### config.mk
export PLATFORM = sky130hd
export DESIGN_NAME = boxcar_moving_average
export DESIGN_NICKNAME = d
export VERILOG_FILES = /design/src/rtl/bma_pkg.sv /design/src/rtl/bma_div.sv /design/src/rtl/boxcar_moving_average.sv
export SDC_FILE = /design/constraint.sdc
export NUM_CORES = 1
export LEC_CHECK = 0
export BUFFER_PORTS_ARGS = -buffer_cell sky130_fd_sc_hd__buf_2
export CAP_MARGIN = 20
export CORE_MARGIN = 2
export CORE_UTILIZATION = 30
export DETAILED_ROUTE_END_ITERATION = 7
export SYNTH_ARGS = -nofsm -noshare
export SYNTH_HDL_FRONTEND = slang
export SYNTH_SLANG_ARGS = --single-unit
### constraint.sdc
create_clock -name clk_i -period 8.57 [get_ports clk_i]
set_input_delay 1.714 -clock clk_i [delete_from_list [all_inputs] [get_ports clk_i]]
set_output_delay 1.714 -clock clk_i [all_outputs]
set_load 0.05 [all_outputs]
### src/rtl/bma_pkg.sv
// Shared constants, register codes and sample helpers for the boxcar moving average.
package bma_pkg;

  // Default window depth and register reset values
  localparam int unsigned MAX_WINDOW_DEF = 16;
  localparam int unsigned WIN_LEN_W      = 5;
  localparam int unsigned KIND_W         = 3;
  localparam int unsigned CFG_IDX_W      = 1;
  localparam int unsigned CFG_DATA_W     = 5;
  localparam int unsigned SAMPLE_W       = 32;
  localparam int unsigned EXT_W          = SAMPLE_W + 1;

  localparam logic [WIN_LEN_W-1:0] WIN_LEN_RST = 5'd5;

  // Register indexes
  localparam logic [CFG_IDX_W-1:0] CFG_WIN_LEN = 1'b0;
  localparam logic [CFG_IDX_W-1:0] CFG_KIND    = 1'b1;

  // Sample kinds
  localparam logic [KIND_W-1:0] KIND_S8  = 3'd0;
  localparam logic [KIND_W-1:0] KIND_S16 = 3'd1;
  localparam logic [KIND_W-1:0] KIND_S32 = 3'd2;
  localparam logic [KIND_W-1:0] KIND_U8  = 3'd3;
  localparam logic [KIND_W-1:0] KIND_U16 = 3'd4;
  localparam logic [KIND_W-1:0] KIND_U32 = 3'd5;

  localparam logic [KIND_W-1:0] KIND_RST = KIND_S32;

  // Extend the low bits of a raw sample to a signed 33-bit value
  function automatic logic signed [EXT_W-1:0] ext_sample(logic [SAMPLE_W-1:0] raw,
                                                        logic [KIND_W-1:0] kind);
    logic signed [EXT_W-1:0] v;
    unique case (kind)
      KIND_S8:  v = {{25{raw[7]}}, raw[7:0]};
      KIND_S16: v = {{17{raw[15]}}, raw[15:0]};
      KIND_S32: v = {raw[31], raw};
      KIND_U8:  v = {25'd0, raw[7:0]};
      KIND_U16: v = {17'd0, raw[15:0]};
      default:  v = {1'b0, raw};
    endcase
    return v;
  endfunction

  // Keep only the bits of the selected sample width
  function automatic logic [SAMPLE_W-1:0] fmt_avg(logic [SAMPLE_W-1:0] q,
                                                  logic [KIND_W-1:0] kind);
    logic [SAMPLE_W-1:0] v;
    unique case (kind)
      KIND_S8, KIND_U8:   v = {24'd0, q[7:0]};
      KIND_S16, KIND_U16: v = {16'd0, q[15:0]};
      default:            v = q;
    endcase
    return v;
  endfunction

endpackage

### src/rtl/bma_div.sv
// Serial signed-by-unsigned divider, one quotient bit per cycle, truncating toward zero.
module bma_div
  import bma_pkg::*;
#(
  parameter int unsigned NUM_W = 37,
  parameter int unsigned DEN_W = 5
) (
  input  logic                    clk_i,
  input  logic                    rst_ni,
  input  logic                    start_i,
  input  logic signed [NUM_W-1:0] dividend_i,
  input  logic [DEN_W-1:0]        divisor_i,
  output logic                    done_o,
  output logic [NUM_W-1:0]        quotient_o
);

  localparam int unsigned CNT_W = $clog2(NUM_W + 1);

  localparam logic [1:0] ST_IDLE = 2'd0;
  localparam logic [1:0] ST_RUN  = 2'd1;
  localparam logic [1:0] ST_FIX  = 2'd2;

  logic [1:0]       state_q, state_d;
  logic [CNT_W-1:0] cnt_q, cnt_d;
  logic [NUM_W-1:0] quo_q, quo_d;
  logic [DEN_W-1:0] rem_q, rem_d;
  logic [DEN_W-1:0] den_q, den_d;
  logic             neg_q, neg_d;
  logic             done_q, done_d;

  logic [DEN_W:0]   rem_sh;
  logic [DEN_W:0]   rem_sub;
  logic             fits;

  // Trial subtract of the divisor from the shifted partial remainder
  assign rem_sh  = {rem_q, quo_q[NUM_W-1]};
  assign rem_sub = rem_sh - {1'b0, den_q};
  assign fits    = rem_sh >= {1'b0, den_q};

  // Sequence magnitude load, bit iterations and sign fix
  always_comb begin
    state_d = state_q;
    cnt_d   = cnt_q;
    quo_d   = quo_q;
    rem_d   = rem_q;
    den_d   = den_q;
    neg_d   = neg_q;
    done_d  = 1'b0;
    unique case (state_q)
      ST_IDLE: begin
        if (start_i) begin
          quo_d   = dividend_i[NUM_W-1] ? NUM_W'(-dividend_i) : NUM_W'(dividend_i);
          neg_d   = dividend_i[NUM_W-1];
          den_d   = divisor_i;
          rem_d   = '0;
          cnt_d   = '0;
          state_d = ST_RUN;
        end
      end
      ST_RUN: begin
        quo_d = {quo_q[NUM_W-2:0], fits};
        rem_d = fits ? rem_sub[DEN_W-1:0] : rem_sh[DEN_W-1:0];
        cnt_d = cnt_q + CNT_W'(1);
        if (cnt_q == CNT_W'(NUM_W - 1)) begin
          state_d = ST_FIX;
        end
      end
      ST_FIX: begin
        if (neg_q) begin
          quo_d = -quo_q;
        end
        done_d  = 1'b1;
        state_d = ST_IDLE;
      end
      default: state_d = ST_IDLE;
    endcase
  end

  // Hold control state
  always_ff @(posedge clk_i or negedge rst_ni) begin
    if (!rst_ni) begin
      state_q <= ST_IDLE;
      cnt_q   <= '0;
      done_q  <= 1'b0;
    end else begin
      state_q <= state_d;
      cnt_q   <= cnt_d;
      done_q  <= done_d;
    end
  end

  // Hold datapath
  always_ff @(posedge clk_i) begin
    quo_q <= quo_d;
    rem_q <= rem_d;
    den_q <= den_d;
    neg_q <= neg_d;
  end

  assign done_o     = done_q;
  assign quotient_o = quo_q;

endmodule

### src/rtl/boxcar_moving_average.sv
// Boxcar moving average: keeps the last window_length samples and returns their
// mean, truncated toward zero, for each sample transaction. One transaction is
// taken at a time: a sample that refills the window (the first after reset or
// after any register write) sweeps the sample into all window_length slots,
// other samples read, subtract and add to swap the oldest entry out of the
// running sum; then the serial divider forms the mean. The next sample is
// taken after the result is loaded into the output register, which waits
// for any previous result to be taken. The running sum and fill share one
// adder; the window store is a single-port memory with registered read.
module boxcar_moving_average
  import bma_pkg::*;
#(
  parameter int unsigned MAX_WINDOW = MAX_WINDOW_DEF
) (
  input  logic                  clk_i,
  input  logic                  rst_ni,
  input  logic                  cfg_we_i,
  input  logic [CFG_IDX_W-1:0]  cfg_idx_i,
  input  logic [CFG_DATA_W-1:0] cfg_data_i,
  input  logic                  in_valid_i,
  output logic                  in_ready_o,
  input  logic [SAMPLE_W-1:0]   sample_i,
  output logic                  out_valid_o,
  input  logic                  out_ready_i,
  output logic [SAMPLE_W-1:0]   average_o
);

  localparam int unsigned LEN_W  = $clog2(MAX_WINDOW + 1);
  localparam int unsigned SLOT_W = (MAX_WINDOW > 1) ? $clog2(MAX_WINDOW) : 1;
  localparam int unsigned SUM_W  = EXT_W + $clog2(MAX_WINDOW);
  localparam int unsigned CMP_W  = (LEN_W > WIN_LEN_W) ? LEN_W : WIN_LEN_W;

  localparam logic [2:0] ST_IDLE  = 3'd0;
  localparam logic [2:0] ST_FILL  = 3'd1;
  localparam logic [2:0] ST_READ  = 3'd2;
  localparam logic [2:0] ST_SUB   = 3'd3;
  localparam logic [2:0] ST_ADD   = 3'd4;
  localparam logic [2:0] ST_DIVGO = 3'd5;
  localparam logic [2:0] ST_WAIT  = 3'd6;
  localparam logic [2:0] ST_OUT   = 3'd7;

  logic [2:0]              state_q, state_d;
  logic [WIN_LEN_W-1:0]    win_len_q;
  logic [KIND_W-1:0]       kind_q;
  logic                    filled_q, filled_d;
  logic [SLOT_W-1:0]       slot_q, slot_d;
  logic [LEN_W-1:0]        fill_q, fill_d;
  logic signed [SUM_W-1:0] sum_q, sum_d;
  logic signed [EXT_W-1:0] sample_q;
  logic signed [EXT_W-1:0] rd_q;
  logic                    out_valid_q, out_valid_d;
  logic [SAMPLE_W-1:0]     out_q;

  logic signed [EXT_W-1:0] mem [MAX_WINDOW];

  logic [CMP_W-1:0]        len_raw;
  logic [LEN_W-1:0]        eff_len;
  logic                    in_fire;
  logic                    out_load;
  logic signed [SUM_W-1:0] add_b;
  logic signed [SUM_W-1:0] add_res;
  logic [LEN_W-1:0]        slot_inc;
  logic                    mem_we;
  logic [SLOT_W-1:0]       mem_addr;
  logic                    div_start;
  logic                    div_done;
  logic [SUM_W-1:0]        div_quo;

  // Clamp the window length into 1..MAX_WINDOW
  always_comb begin
    len_raw = CMP_W'(win_len_q);
    if (len_raw == '0) begin
      eff_len = LEN_W'(1);
    end else if (len_raw > CMP_W'(MAX_WINDOW)) begin
      eff_len = LEN_W'(MAX_WINDOW);
    end else begin
      eff_len = LEN_W'(len_raw);
    end
  end

  assign in_ready_o = (state_q == ST_IDLE);
  assign in_fire    = in_valid_i && in_ready_o;
  assign out_load   = (state_q == ST_OUT) && (!out_valid_q || out_ready_i);
  assign div_start  = (state_q == ST_DIVGO);

  // Shared adder: subtract the oldest sample, otherwise add the new one
  assign add_b   = (state_q == ST_SUB) ? SUM_W'(rd_q) : SUM_W'(sample_q);
  assign add_res = (state_q == ST_SUB) ? sum_q - add_b : sum_q + add_b;

  assign slot_inc = LEN_W'(slot_q) + LEN_W'(1);

  // Store writes: fill sweep, then the replaced slot
  assign mem_we   = (state_q == ST_FILL) || (state_q == ST_SUB);
  assign mem_addr = (state_q == ST_FILL) ? fill_q[SLOT_W-1:0] : slot_q;

  // Sequence one sample through fill or replace, divide and output
  always_comb begin
    state_d     = state_q;
    filled_d    = filled_q;
    slot_d      = slot_q;
    fill_d      = fill_q;
    sum_d       = sum_q;
    out_valid_d = out_valid_q;
    if (out_valid_q && out_ready_i) begin
      out_valid_d = 1'b0;
    end
    unique case (state_q)
      ST_IDLE: begin
        if (in_fire) begin
          if (!filled_q) begin
            sum_d   = '0;
            fill_d  = '0;
            state_d = ST_FILL;
          end else begin
            if (LEN_W'(slot_q) >= eff_len) begin
              slot_d = '0;
            end
            state_d = ST_READ;
          end
        end
      end
      ST_FILL: begin
        sum_d  = add_res;
        fill_d = fill_q + LEN_W'(1);
        if (fill_q == eff_len - LEN_W'(1)) begin
          filled_d = 1'b1;
          slot_d   = '0;
          state_d  = ST_DIVGO;
        end
      end
      ST_READ: state_d = ST_SUB;
      ST_SUB: begin
        sum_d   = add_res;
        state_d = ST_ADD;
      end
      ST_ADD: begin
        sum_d   = add_res;
        slot_d  = (slot_inc == eff_len) ? '0 : slot_inc[SLOT_W-1:0];
        state_d = ST_DIVGO;
      end
      ST_DIVGO: state_d = ST_WAIT;
      ST_WAIT: begin
        if (div_done) begin
          state_d = ST_OUT;
        end
      end
      ST_OUT: begin
        if (out_load) begin
          out_valid_d = 1'b1;
          state_d     = ST_IDLE;
        end
      end
      default: state_d = ST_IDLE;
    endcase
    // Register writes restart the window
    if (cfg_we_i) begin
      filled_d = 1'b0;
      slot_d   = '0;
      sum_d    = '0;
    end
  end

  // Hold control state and configuration
  always_ff @(posedge clk_i or negedge rst_ni) begin
    if (!rst_ni) begin
      state_q     <= ST_IDLE;
      win_len_q   <= WIN_LEN_RST;
      kind_q      <= KIND_RST;
      filled_q    <= 1'b0;
      slot_q      <= '0;
      fill_q      <= '0;
      sum_q       <= '0;
      out_valid_q <= 1'b0;
    end else begin
      state_q     <= state_d;
      filled_q    <= filled_d;
      slot_q      <= slot_d;
      fill_q      <= fill_d;
      sum_q       <= sum_d;
      out_valid_q <= out_valid_d;
      if (cfg_we_i) begin
        unique case (cfg_idx_i)
          CFG_WIN_LEN: win_len_q <= cfg_data_i[WIN_LEN_W-1:0];
          CFG_KIND:    kind_q    <= cfg_data_i[KIND_W-1:0];
          default:     ;
        endcase
      end
    end
  end

  // Capture the sample and the formatted result
  always_ff @(posedge clk_i) begin
    if (in_fire) begin
      sample_q <= ext_sample(sample_i, kind_q);
    end
    if (out_load) begin
      out_q <= fmt_avg(div_quo[SAMPLE_W-1:0], kind_q);
    end
  end

  // Window store with registered read
  always_ff @(posedge clk_i) begin
    if (mem_we) begin
      mem[mem_addr] <= sample_q;
    end
    if (state_q == ST_READ) begin
      rd_q <= mem[slot_q];
    end
  end

  bma_div #(
    .NUM_W(SUM_W),
    .DEN_W(LEN_W)
  ) u_div (
    .clk_i     (clk_i),
    .rst_ni    (rst_ni),
    .start_i   (div_start),
    .dividend_i(sum_q),
    .divisor_i (eff_len),
    .done_o    (div_done),
    .quotient_o(div_quo)
  );

  assign out_valid_o = out_valid_q;
  assign average_o   = out_q;

  // The replace slot stays inside the window while the store is in use
  a_slot_in_window: assert property (@(posedge clk_i) disable iff (!rst_ni)
    (filled_q && (state_q == ST_IDLE)) |-> (LEN_W'(slot_q) < eff_len))
    else $error("write slot outside window");

  // A new result only comes from the output step
  a_out_from_seq: assert property (@(posedge clk_i) disable iff (!rst_ni)
    $rose(out_valid_q) |-> $past(state_q == ST_OUT))
    else $error("result raised outside output step");

  // The divider finishes only while the sequencer waits for it
  a_div_done_wait: assert property (@(posedge clk_i) disable iff (!rst_ni)
    div_done |-> (state_q == ST_WAIT))
    else $error("divider done outside wait");

  // A transaction on an empty window starts the fill sweep
  a_fill_start: assert property (@(posedge clk_i) disable iff (!rst_ni)
    (in_fire && !filled_q && !cfg_we_i) |=> (state_q == ST_FILL))
    else $error("fill not started");

endmodule
==> metrics list <==
- Status: complete, no violations
- Clock tree skew after final layout: 0.0240 ns
- Wire length of the first global-routing pass: 121000 um
* R2R depth: 20
* Via count of the first global-routing pass: 19400
* Crit path max-delay cell type: dfrtp_1
- The worst pin sits at a relative slew slack of 25.7%.
- Area of the mapped netlist: 33100 um^2
* Floorplan die height: 336 um
* Clock tree sinks: 742
* Number of synthesis warnings: 0
- Critical path buffer and inverter count: 1
- The worst hold path passes through 2 cells.
- Layout overhead on the synthesized area: 14.4%
- Overflow left after global routing: 0
* Dominant cells by area after synthesis: edfxtp_1 (61%), mux4_2 (11%), dfrtp_1 (4.9%), ha_1 (2.1%), o21ai_0 (2.0%)
* Worst Hold Launch: sum_q[0]$_DFFE_PN0P_
- Cts bufs inserted: 78
* First element of the critical path: state_q[1]$_DFFE_PN0P_
- The clock passes through at most 3 buffers.
* Starting Density: 30.4%
- Final setup fails: 0
- Number of input and output port buffers inserted: 76
- Total count of hold-check failures in the final report: 0
- Distinct cells, synth: 77
- Root Buffer: clkbuf_16
- Entering global routing, the biggest net connects 75 pins.
- After routing, the total negative slack on setup checks comes to 0 ns.
- Routed wirelength normalized by instance count: 21.1 um
* Upper clock frequency limit: 161 MHz
- The H-tree generated during clock tree synthesis spans 3 levels.
* Most frequently used cell type in the post-synthesis netlist: edfxtp_1
* Period utilization: 72.6%
- STA puts the critical path data required time at 9.08 ns.
- Row generation in the floorplan step produced 121 rows.
- Half-perimeter wire length after placement: 48400 um
- Setup CP Type: reg -> reg
- In the routed layout, each cell is associated on average with a via count of 5.06.
- Instance count on the critical path: 20
* X dimension of the die: 336 um
* Maximum Capacitance Violations: 0
* Leakage power: 12.5 nW
- Detailed-route via count: 19200
- Maximum ir drop on the vdd rail: 0.000147 V
* Cell types with the highest counts after synthesis: edfxtp_1 (674), mux4_2 (165), nand2_1 (164)
- CP Launch Type: flip-flop
* Final setup slack of the worst path: 2.35 ns
- Summed over all layers, the routed wires come to 80000 um.
* Unrepaired setup endpoints after global routing: false
- CP top delay family: compound AO/OA/AOI/OAI gates
- Fin nets: 2346
* Worst-path maximum fanout: 25
* Origin of the critical flop-to-flop path: state_q[1]$_DFFE_PN0P_
* Boundary Pins: 77
- Signal arrival time at the worst endpoint: 6.73 ns
- Die area: 113000 um^2
* Resize count post-CTS: 0
* Clock network latency to the later pin of the worst-skew pair: 0.63 ns
- For this run, the slowest stage of the critical path takes 0.76 ns.
- Cell Pwr Density: 318 nW/um^2
- A synthesized cell averages 15.4 um^2.
- Gate count of the mapped netlist: 2147
- RD Place Congestion: 0.870
- Counting flops and latches in the post-synthesis netlist gives 742.
- Type of the worst min-delay path: reg -> reg
* Final worst path period need: 6.22 ns
- Prior to clock tree synthesis, the placed netlist has a worst setup slack of 2.47 ns.
* Most frequently used flop master after synthesis: edfxtp_1
* Total routing resource utilization after global routing: 14.1%
- At the pin with the least slew margin, the transition time is 1.11 ns.
- Internal reg-to-reg setup slack: 2.35 ns
- The initial antenna violation count is 1.
- The first detailed-routing pass took 7 iterations.
- Floorplan Core Area: 109000 um^2
- The final number of max-transition violations is 0.
- Number of synthesized flops with an enable pin: 674
- The worst setup path is captured at a flip-flop.
* DRC violations left: 0
* CTS tree: yes
- Iteration-0 DRC Markers: 1989
- The share of synthesized area in the top cell type comes to 61.1%.
- Walking the worst path, the cells encountered are and3b_1, buf_4, mux2i_1, ha_1, o21ai_0, nor4_2, nand2_1, nor2_1, xnor2_1, a21boi_0, ha_1, a21o_1, a21o_1, nand2b_1, a2111oi_0, o31ai_1, a21oi_1, xor2_1, nor2_1, mux2_2.
- Cts hold-fix bufs: 0
* Syn Nets: 2248
- The synthesized design spends more area on one cell type than any other, namely edfxtp_1.
- Post-CTS clock slew at the launch and capture registers of the worst setup and hold paths: 0.06 ns
* Post CTS Setup Buffer Count: 0
- Antenna viol nets, final: 0
- Sequential fraction of the synthesis area: 66.2%
- Async S/R FF share, synth: 9.16%
- Share of cells above drive strength 1: 19.6%
## layer usage
layer  track usage (%)  vias to the layer above  part of all wire (%)
met5                 0                        -                     0
met4              3.46                        0                   1.8
met3              2.31                       96                   6.0
met2              22.9                      621                    47
met1              19.7                     9863                    45
li1                  -                     8571                     -
## state kept, by name, indices dropped and copies added, names as in the netlist, 2 cells and up
name              flops
rd_q                 33
u_div.cnt_q           6
u_div.den_q           5
slot_q                4
u_div.quotient_o     37
len_raw               5
state_q               3
average_o            32
mem                 528
u_div.rem_q           5
sum_q                37
sample_q             33
u_div.state_q         2
fill_q                5
kind_q                3
## through the flow
stage	area, um^2	hold slack [ns]	std cells	total power [mW]	utilization (%)
finish	37900	0.539	3783	12.1	34.7
floorplan	33100	0.444	2147	7.82	-
CTS	37900	0.542	3782	12.1	34.7
global route	37900	0.558	3782	12.7	34.7
global placement	35400	0.521	3641	8.70	32.5
detailed placement	35400	0.527	3641	8.83	32.5
## report_power, final
part           switching (mW)  internal [mW]  leakage (nW)
registers               0.535           4.59          7.00
logic                    2.13           1.51          4.28
clock network            1.40           1.89          1.22
total                    4.07           7.99          12.5
## layout by cell type (no fill, tap or decap), types with 15 or more instances in the layout
cell type  netlist  routed
a21o_1          29      29
a21oi_1         92      89
a22oi_1         17      17
and2_1          28      27
buf_2            4      76
buf_4            0      41
clkbuf_1        69      17
clkbuf_16        0      80
clkinv_2         0      16
dfrtp_1         65      61
edfxtp_1       674     674
ha_1            56      55
inv_1           38      38
mux4_2         165     165
nand2_1        164     164
nand2b_1        18      18
nand3_1         26      26
nor2_1         134     119
nor2b_1         15      15
nor3_1          32      32
nor4_1          16      16
o21ai_0        135     135
o31ai_1         18      18
or3_1           21      21
xnor2_1         75      75
xor2_1          55      55
## final cells by class
| class | instances | area [um^2] |
|---|---|---|
| well taps | 1476 | 1850 |
| fillers | 10300 | 71200 |
| flip-flops and latches | 742 | 22000 |
| multi-input cells | 1268 | 10800 |
| inverters | 38 | 143 |
| clock buffers | 99 | 2090 |
| diodes | 1 | 2.50 |
| clock inverters | 42 | 403 |
| repair buffers | 117 | 688 |
## final timing paths
kind	to
max	sum_q[36]$_DFFE_PN0P_
min	sum_q[0]$_DFFE_PN0P_
max reg2reg	sum_q[36]$_DFFE_PN0P_
min reg2reg	sum_q[0]$_DFFE_PN0P_
max in group asynchronous	slot_q[0]$_DFFE_PN0P_
min in group asynchronous	fill_q[3]$_DFFE_PN0P_
## logic make-up after synthesis
logic type      after synthesis  share of synthesized area (%)
compound gates              374                           6.91
xor+xnor                    130                           3.44
flops                       742                           66.2
fa+ha+maj                    58                           2.24
simple gates                523                           7.73
mux                         183                           11.8
buf+inv                     137                           1.68
## worst register-to-register path, delay by kind of cell, from the launching register on
kind,cells,cell delay (ns)
simple gates,6,1.51
fa+ha+maj,2,0.68
flops,1,0.76
compound gates,7,1.81
mux,2,0.76
buf+inv,1,0.24
xor+xnor,2,0.36
Note: power is estimated with default switching activity, not from simulation.
